--- src/hdl/mrd_pkg.sv ---
// ----------------------------------------------------------------------------
// mrd_pkg
// Shared widths, operation codes and inter-module structs for the masked
// region memory decoder.
// ----------------------------------------------------------------------------
package mrd_pkg;

  localparam int ADDR_W  = 20;
  localparam int DATA_W  = 8;
  localparam int SIZE_W  = 21;
  localparam int SLOT_W  = 3;
  localparam int REGIONS = 8;
  localparam int USED_W  = $clog2(REGIONS + 1);
  localparam int MEM_AW  = 20;

  localparam int IN_TDATA_W  = 96;
  localparam int IN_TUSER_W  = 3;
  localparam int OUT_TDATA_W = 16;

  typedef enum logic [2:0] {
    OP_READ    = 3'd0,
    OP_WRITE   = 3'd1,
    OP_ADD     = 3'd2,
    OP_REMOVE  = 3'd3,
    OP_ENABLE  = 3'd4,
    OP_DISABLE = 3'd5
  } op_t;

  typedef struct packed {
    logic              en;
    logic [2:0]        op;
    logic [ADDR_W-1:0] address;
    logic [ADDR_W-1:0] region_start;
    logic [SIZE_W-1:0] region_len;
    logic [ADDR_W-1:0] region_mask;
    logic              write_protect;
    logic [SLOT_W-1:0] region_slot;
  } tbl_req_t;

  typedef struct packed {
    logic              hit;
    logic              wprot;
    logic              status;
    logic [SLOT_W-1:0] slot;
    logic [ADDR_W-1:0] start;
    logic [ADDR_W-1:0] mask;
  } tbl_res_t;

endpackage

--- src/hdl/mrd_region_table.sv ---
// ----------------------------------------------------------------------------
// mrd_region_table
// Region slots with parallel address compare, lowest-slot priority and the
// add, remove, enable and disable updates. Result registered per request.
// ----------------------------------------------------------------------------
module mrd_region_table (
  input  logic              clk,
  input  logic              rst_n,
  input  mrd_pkg::tbl_req_t req,
  output mrd_pkg::tbl_res_t res_r
);
  import mrd_pkg::*;

  logic [ADDR_W-1:0] start_r [REGIONS];
  logic [SIZE_W-1:0] size_r  [REGIONS];
  logic [ADDR_W-1:0] mask_r  [REGIONS];
  logic [REGIONS-1:0] en_r;
  logic [REGIONS-1:0] wp_r;
  logic [REGIONS-1:0] rm_r;
  logic [USED_W-1:0]  used_r;

  logic [REGIONS-1:0] hit_vec;
  logic [SLOT_W-1:0]  win;
  logic               any_hit;
  logic [SLOT_W-1:0]  free_slot;
  logic               any_free;
  logic               slot_ok;
  tbl_res_t           res_nxt;
  op_t                op;

  assign op = op_t'(req.op);

  always_comb begin
    for (int i = 0; i < REGIONS; i++) begin
      hit_vec[i] = en_r[i] && !rm_r[i] && (req.address >= start_r[i]) &&
                   ({2'b00, req.address} <
                    ({2'b00, start_r[i]} + {1'b0, size_r[i]}));
    end
  end

  always_comb begin
    win       = '0;
    any_hit   = 1'b0;
    free_slot = '0;
    any_free  = 1'b0;
    for (int i = REGIONS - 1; i >= 0; i--) begin
      if (hit_vec[i]) begin
        win     = SLOT_W'(i);
        any_hit = 1'b1;
      end
      if (rm_r[i]) begin
        free_slot = SLOT_W'(i);
        any_free  = 1'b1;
      end
    end
  end

  assign slot_ok = {1'b0, req.region_slot} < used_r;

  always_comb begin
    res_nxt       = '0;
    res_nxt.start = start_r[win];
    res_nxt.mask  = mask_r[win];
    res_nxt.wprot = wp_r[win];
    unique case (op)
      OP_READ, OP_WRITE: res_nxt.hit = any_hit;
      OP_ADD: begin
        if (any_free) begin
          res_nxt.slot = free_slot;
        end else if (used_r < USED_W'(REGIONS)) begin
          res_nxt.slot = used_r[SLOT_W-1:0];
        end else begin
          res_nxt.status = 1'b1;
        end
      end
      OP_REMOVE:             res_nxt.status = !slot_ok;
      OP_ENABLE, OP_DISABLE: res_nxt.status = !slot_ok || rm_r[req.region_slot];
      default:               res_nxt.status = 1'b1;
    endcase
  end

  always_ff @(posedge clk) begin
    if (!rst_n) begin
      en_r   <= '0;
      wp_r   <= '0;
      rm_r   <= '0;
      used_r <= '0;
    end else if (req.en) begin
      res_r <= res_nxt;
      unique case (op)
        OP_ADD: begin
          if (!res_nxt.status) begin
            start_r[res_nxt.slot] <= req.region_start;
            size_r[res_nxt.slot]  <= req.region_len;
            mask_r[res_nxt.slot]  <= req.region_mask;
            en_r[res_nxt.slot]    <= 1'b1;
            wp_r[res_nxt.slot]    <= req.write_protect;
            rm_r[res_nxt.slot]    <= 1'b0;
            if (!any_free) begin
              used_r <= used_r + USED_W'(1);
            end
          end
        end
        OP_REMOVE: begin
          if (slot_ok) begin
            start_r[req.region_slot] <= '0;
            size_r[req.region_slot]  <= '0;
            mask_r[req.region_slot]  <= '0;
            en_r[req.region_slot]    <= 1'b0;
            wp_r[req.region_slot]    <= 1'b0;
            rm_r[req.region_slot]    <= 1'b1;
          end
        end
        OP_ENABLE, OP_DISABLE: begin
          if (!res_nxt.status) begin
            en_r[req.region_slot] <= (op == OP_ENABLE);
          end
        end
        default: ;
      endcase
    end
  end

endmodule

--- config.mk ---
export PLATFORM = sky130hd
export DESIGN_NAME = mrd_region_table
export DESIGN_NICKNAME = d
export VERILOG_FILES = /design/src/hdl/mrd_pkg.sv /design/src/hdl/mrd_region_table.sv
export SDC_FILE = /design/constraint.sdc
export NUM_CORES = 1
export LEC_CHECK = 0
export BUFFER_PORTS_ARGS = -buffer_cell sky130_fd_sc_hd__buf_2
export CORE_MARGIN = 2
export CORE_UTILIZATION = 55
export CTS_CLUSTER_SIZE = 25
export DETAILED_ROUTE_END_ITERATION = 8
export PLACE_DENSITY = 0.72
export SYNTH_ARGS = -nofsm -noshare
export SYNTH_HDL_FRONTEND = slang
export SYNTH_SLANG_ARGS = --single-unit
export TNS_END_PERCENT = 30
--- constraint.sdc ---
create_clock -name clk -period 7 [get_ports clk]
set_input_delay 1.4 -clock clk [delete_from_list [all_inputs] [get_ports clk]]
set_output_delay 1.4 -clock clk [all_outputs]
set_load 0.02 [all_outputs]
== Yosys cells after proc, flatten, opt, wreduce, memory -nomap -nowiden ==
Memories as Yosys holds them, arrays and structs flattened. A register that Yosys moved wholly into a read port is not among the register bits.
Cells that the tools add are included.
W data, S select, Z words.

* Flip-flop bits (word level): 34
* Latch bits: 0
* Bits in writable memories: 488
* Memory bits (read-only): 0
* Input port bits: 91
* Output and inout port bits: 46
* Memories: 3

{| class="wikitable"
|+ Memory list
! memory !! words !! width !! read ports !! clocked after Yosys merged registers in !! write ports !! RTL line !! text
|-
| size_r || 8 || 21 || 8 || 0 || 1 || mrd_region_table.sv:15 || <nowiki>logic [SIZE_W-1:0] size_r [REGIONS];</nowiki>
|-
| mask_r || 8 || 20 || 1 || 1 || 1 || mrd_region_table.sv:16 || <nowiki>logic [ADDR_W-1:0] mask_r [REGIONS];</nowiki>
|-
| start_r || 8 || 20 || 9 || 1 || 1 || mrd_region_table.sv:14 || <nowiki>logic [ADDR_W-1:0] start_r [REGIONS];</nowiki>
|}

* Add/subtract/negate cells: 9
* Multipliers: 0
* Div/mod/pow operators: 0
* Magnitude comparators: 23
* Eq/ne operators: 8
* Shift operators: 0
* Muxes and demuxes: 77
* Bitwise logic cells: 9
* Reduce and logical (&&, ||, !) cells: 48

{| class="wikitable"
|+ Operators with widths
! kind !! number
|-
| $add A20 B21 Y22 || 8
|-
| $lt A20 B22 Y1 || 8
|-
| $ge A20 B20 Y1 || 8
|-
| $mux W3 || 22
|-
| $mux W8 || 7
|-
| $mux W20 || 2
|-
| $reduce_or A20 Y1 || 2
|-
| $mux W1 || 35
|-
| $pmux W8 S2 || 2
|-
| $logic_and A1 B1 Y1 || 26
|-
| $and A8 B8 Y8 || 3
|-
| $pmux W8 S3 || 1
|-
| $mux W21 || 1
|-
| $reduce_or A21 Y1 || 1
|-
| $bwmux W8 || 2
|-
| $not A8 Y8 || 2
|-
| $or A8 B8 Y8 || 2
|-
| $lt A3 B4 Y1 const B || 3
|-
| $logic_not A1 Y1 || 9
|-
| $reduce_and A4 Y1 || 2
|-
| $bmux W1 S3 || 2
|-
| $demux W1 S3 || 2
|-
| $eq A3 B2 Y1 const B || 2
|-
| $eq A3 B3 Y1 const B || 2
|-
| other kinds (15) || 20
|}

== Logic depth before layout (Yosys ltp) ==
* Depth in word-level cells: 18
* Mapped depth: 29
* Gate-level depth less buffers: 27

== Least setup slack after synthesis ==
Ideal clock, no wire load.

* Kind: input -> register
* Start: input req[88] (netlist name)
* End: memory mask_r[7][0] (enable)
* Arrival time: 6.061 ns
* Setup slack: 0.459 ns
* Stages on the path: 6
* Path buffers: 2
* Cell sequence: clkbuf_1 and2_1 and3_1 clkbuf_1 a21oi_1 nor2_1

* Cells in the longest elaborated chain, start to end: 5
* Elaborated cells on any way between the ends: 9
* Those cells by class: mux: 8; reduce/logical: 1

{| class="wikitable"
|+ RTL lines
! item !! RTL line !! text
|-
| start: declaration || mrd_region_table.sv:9 || <nowiki>input mrd_pkg::tbl_req_t req,</nowiki>
|-
| $mux W1 || mrd_region_table.sv:88 || <nowiki>end else if (req.en) begin</nowiki>
|-
| $mux W1 || mrd_region_table.sv:83 || <nowiki>if (!rst_n) begin</nowiki>
|-
| $mux W1 (not written as such) || mrd_region_table.sv:108 || <nowiki>mask_r[req.region_slot] <= '0;</nowiki>
|-
| $reduce_or A20 Y1 (no source line) || - ||
|-
| $mux W3 (no source line) / $mux W1 (equally long branches) || - ||
|-
| end: declaration || mrd_region_table.sv:16 ||
|}

Several ways; a longest one is shown, not always the timed one.

==> results.json <==
{
  "drive_gt1_frac": 0.0904,
  "ant_nets": 0,
  "path_max_fanout": 62,
  "drt_iter0_markers": 2681,
  "io_buffers": 136,
  "htreeDepth": 2,
  "fin_crit_sh": 0.941,
  "synth_nets": 3931,
  "async_flop_share": 0,
  "fp.dieH_um": 261,
  "num_rows": 94,
  "syn_avg_cell_area_sq_um": 10.8,
  "synth_area_leaders": "edfxtp_1 (44%), ha_1 (16%), a21oi_1 (4.0%)",
  "cp-start-kind": "flop",
  "ys_types": 81,
  "hold_viol_final": 0,
  "cts_buffers": 58,
  "core_area_sq_mm": 0.0655,
  "synth_most_common_cell": "edfxtp_1",
  "drc_errors": 0,
  "drt-total-wl_mm": 106,
  "tightest_slew_ns": 1.31,
  "grt_max_degree": 102,
  "area_growth_pct": 10.5,
  "clock_sinks": 562,
  "grt_pass1_wl_mm": 159,
  "ys_warn_count": 0,
  "synth.cells.most_frequent": "edfxtp_1 (534), ha_1 (475), a21oi_1 (290), inv_1 (229), nand2_1 (227)",
  "slew_violations": 0,
  "setup_ws_ns": 0.416,
  "yosys.area.top_type": "edfxtp_1",
  "die_w_um": 261,
  "clock_tree.buffer_depth": 3,
  "setup_viol": 0,
  "skew_ns": 0.0633,
  "finalSetupTns_ns": 0,
  "post_cts_buffers": 0,
  "required_ns": 7.40,
  "start_util": 0.553,
  "layout.nets": 4077,
  "totalPowerFinal_mw": 7.36,
  "worstPathArrival_ns": 6.98,
  "dp.final_hpwl_mm": 77.4,
  "clockRootBuffer": "clkbuf_16",
  "crit_path_end_kind": "flop",
  "grt_pass1_vias": 27000,
  "syn_area_sq_mm": 0.0362,
  "p_leak_nw": 16.9,
  "synth-seq-cells": 562,
  "die_area_sq_mm": 0.0679,
  "outcome": "finished clean",
  "grt-ovfl-total": 0,
  "n_fill_cell": 5385,
  "rsz0062_at_grt": "false",
  "syn_inst": 3357,
  "via_count": 28200,
  "wl_per_cell_um": 24.0,
  "yosysTopAreaCellShare": 0.443,
  "viasPerCell": 6.38,
  "gr-usage-all-layers": 0.310,
  "cts_tree": "done",
  "gp_congestion": 0.991,
  "clkTransAtPathRegs_ns": 0.06,
  "drt_pass1_iterations": 5,
  "critPathKind": "flop to flop",
  "io_pins": 137,
  "synth-edff-count": 534,
  "fmax_ghz": 0.152,
  "grt_antenna_before_repair": 4,
  "synthFlopType": "edfxtp_1",
  "seq_area_frac_synth": 0.458,
  "holdCritPathClass": "flop to flop",
  "cellPowerDensity_mw_per_mm2": 184,
  "drv_cap": 0,
  "period_minus_slack_ns": 6.58,
  "insertion_delay_ns": 0.68,
  "max_slew_margin": 0.123,
  "dpl_worst_slack_ns": 0.343,
  "ir_drop_v": 0.000253
}
-- report_power, final --
part / leakage [nW] / switching, mW / total [mW] / internal [mW]
Clock: 0.918 / 1.40 / 3.11 / 1.72
Sequential: 5.05 / 0.0147 / 3.72 / 3.70
Combinational: 10.9 / 0.353 / 0.531 / 0.177
-- flip-flops by register name (all words and copies together) (netlist names) --
name     flops
size_r     168
mask_r     160
start_r    160
res_r       46
en_r         8
rm_r         8
wp_r         8
used_r       4
-- what timing repair did --
item,CTS,global route
endpoints found under the setup margin,0,41
endpoints found under the hold margin,0,0
hold buffers,0,0
resized for setup,0,7
-- per-layer routing --
metal	vias to the layer above	GRT usage	share of wire	wire [um]
met5	-	0	0	0
met4	0	0.0989	0.031	3260
met3	182	0.0421	0.085	8990
met2	1267	0.492	0.45	48100
met1	13700	0.443	0.43	45500
li1	13000	-	-	-
-- final timing paths --
kind | startpoint | endpoint | slack, ns | depth (start not counted)
hold reg to reg | used_r[1] | used_r[1] | 0.51 | 2
setup reg to reg | start_r[6][1] | res_r[34] | 0.42 | 26
setup / recovery | start_r[6][1] | res_r[34] | 0.42 | 26
hold / removal | used_r[1] | used_r[1] | 0.51 | 2
-- worst max-delay path, cell delays in order (launching register included) --
cell      delay (ns)
edfxtp_1        0.50
ha_1            0.34
a211oi_1        0.31
o21ai_0         0.22
a21oi_1         0.20
buf_4           0.17
a21o_1          0.11
a21oi_1         0.08
o21ai_0         0.17
nand2b_1        0.10
a21o_1          0.19
a21o_1          0.20
a21o_1          0.18
a21oi_1         0.16
xor2_1          0.20
ha_1            0.28
nand4_1         0.08
nor2_1          0.08
a41oi_1         0.23
nand4_1         0.12
a311oi_1        0.60
a211oi_1        0.18
o211ai_4        0.30
buf_6           0.46
o21ai_0         0.34
a221o_1         0.36
o22a_1          0.15
-- per-stage QoR --
step	std cells	instance area (sq um)	utilization	hold slack [ns]
floorplan	3357	36200	-	0.471
global placement	4307	38100	0.581	0.491
detailed placement	4307	38100	0.581	0.504
CTS	4416	40000	0.610	0.512
global route	4416	40000	0.611	0.529
finish	4419	40000	0.611	0.511
-- layout by cell type (no fill, tap or decap), drive strengths merged, types with 23 or more instances in the layout --
cell type,count
a211oi,39
a21o,156
a21oi,290
a221o,24
a221oi,34
a2bb2oi,45
and3,25
buf,171
clkbuf,72
clkinv,26
dfxtp,28
edfxtp,534
ha,475
inv,230
mux2i,31
nand2,227
nand2b,49
nand3,80
nand4,48
nor2,159
nor2b,87
nor3,36
o21a,29
o21ai,220
o22ai,23
xnor2,65
xor2,67
-- logic make-up after synthesis --
family,count (synthesis),synth area share
and+or+nand+nor,788,0.108
AOI/OAI and AO/OA,1025,0.185
buffers and inverters,314,0.0331
xor gates and xnor gates,132,0.0319
adders and majority gates,483,0.169
DFF,562,0.458
muxes,53,0.0154
-- cell type report --
type                            instances  area (sq um)  area share
Clock inverter                         37           375     0.00938
Timing Repair Buffer                  171          1030      0.0256
Sequential cell                       562         16600       0.415
Inverter                              229           860      0.0215
Clock buffer                           72          1530      0.0383
Antenna cell                            3          7.51    0.000188
Tap cell                              864          1080      0.0270
Multi-Input combinational cell       2481         18500       0.463
(Power assumes the default switching activity.)
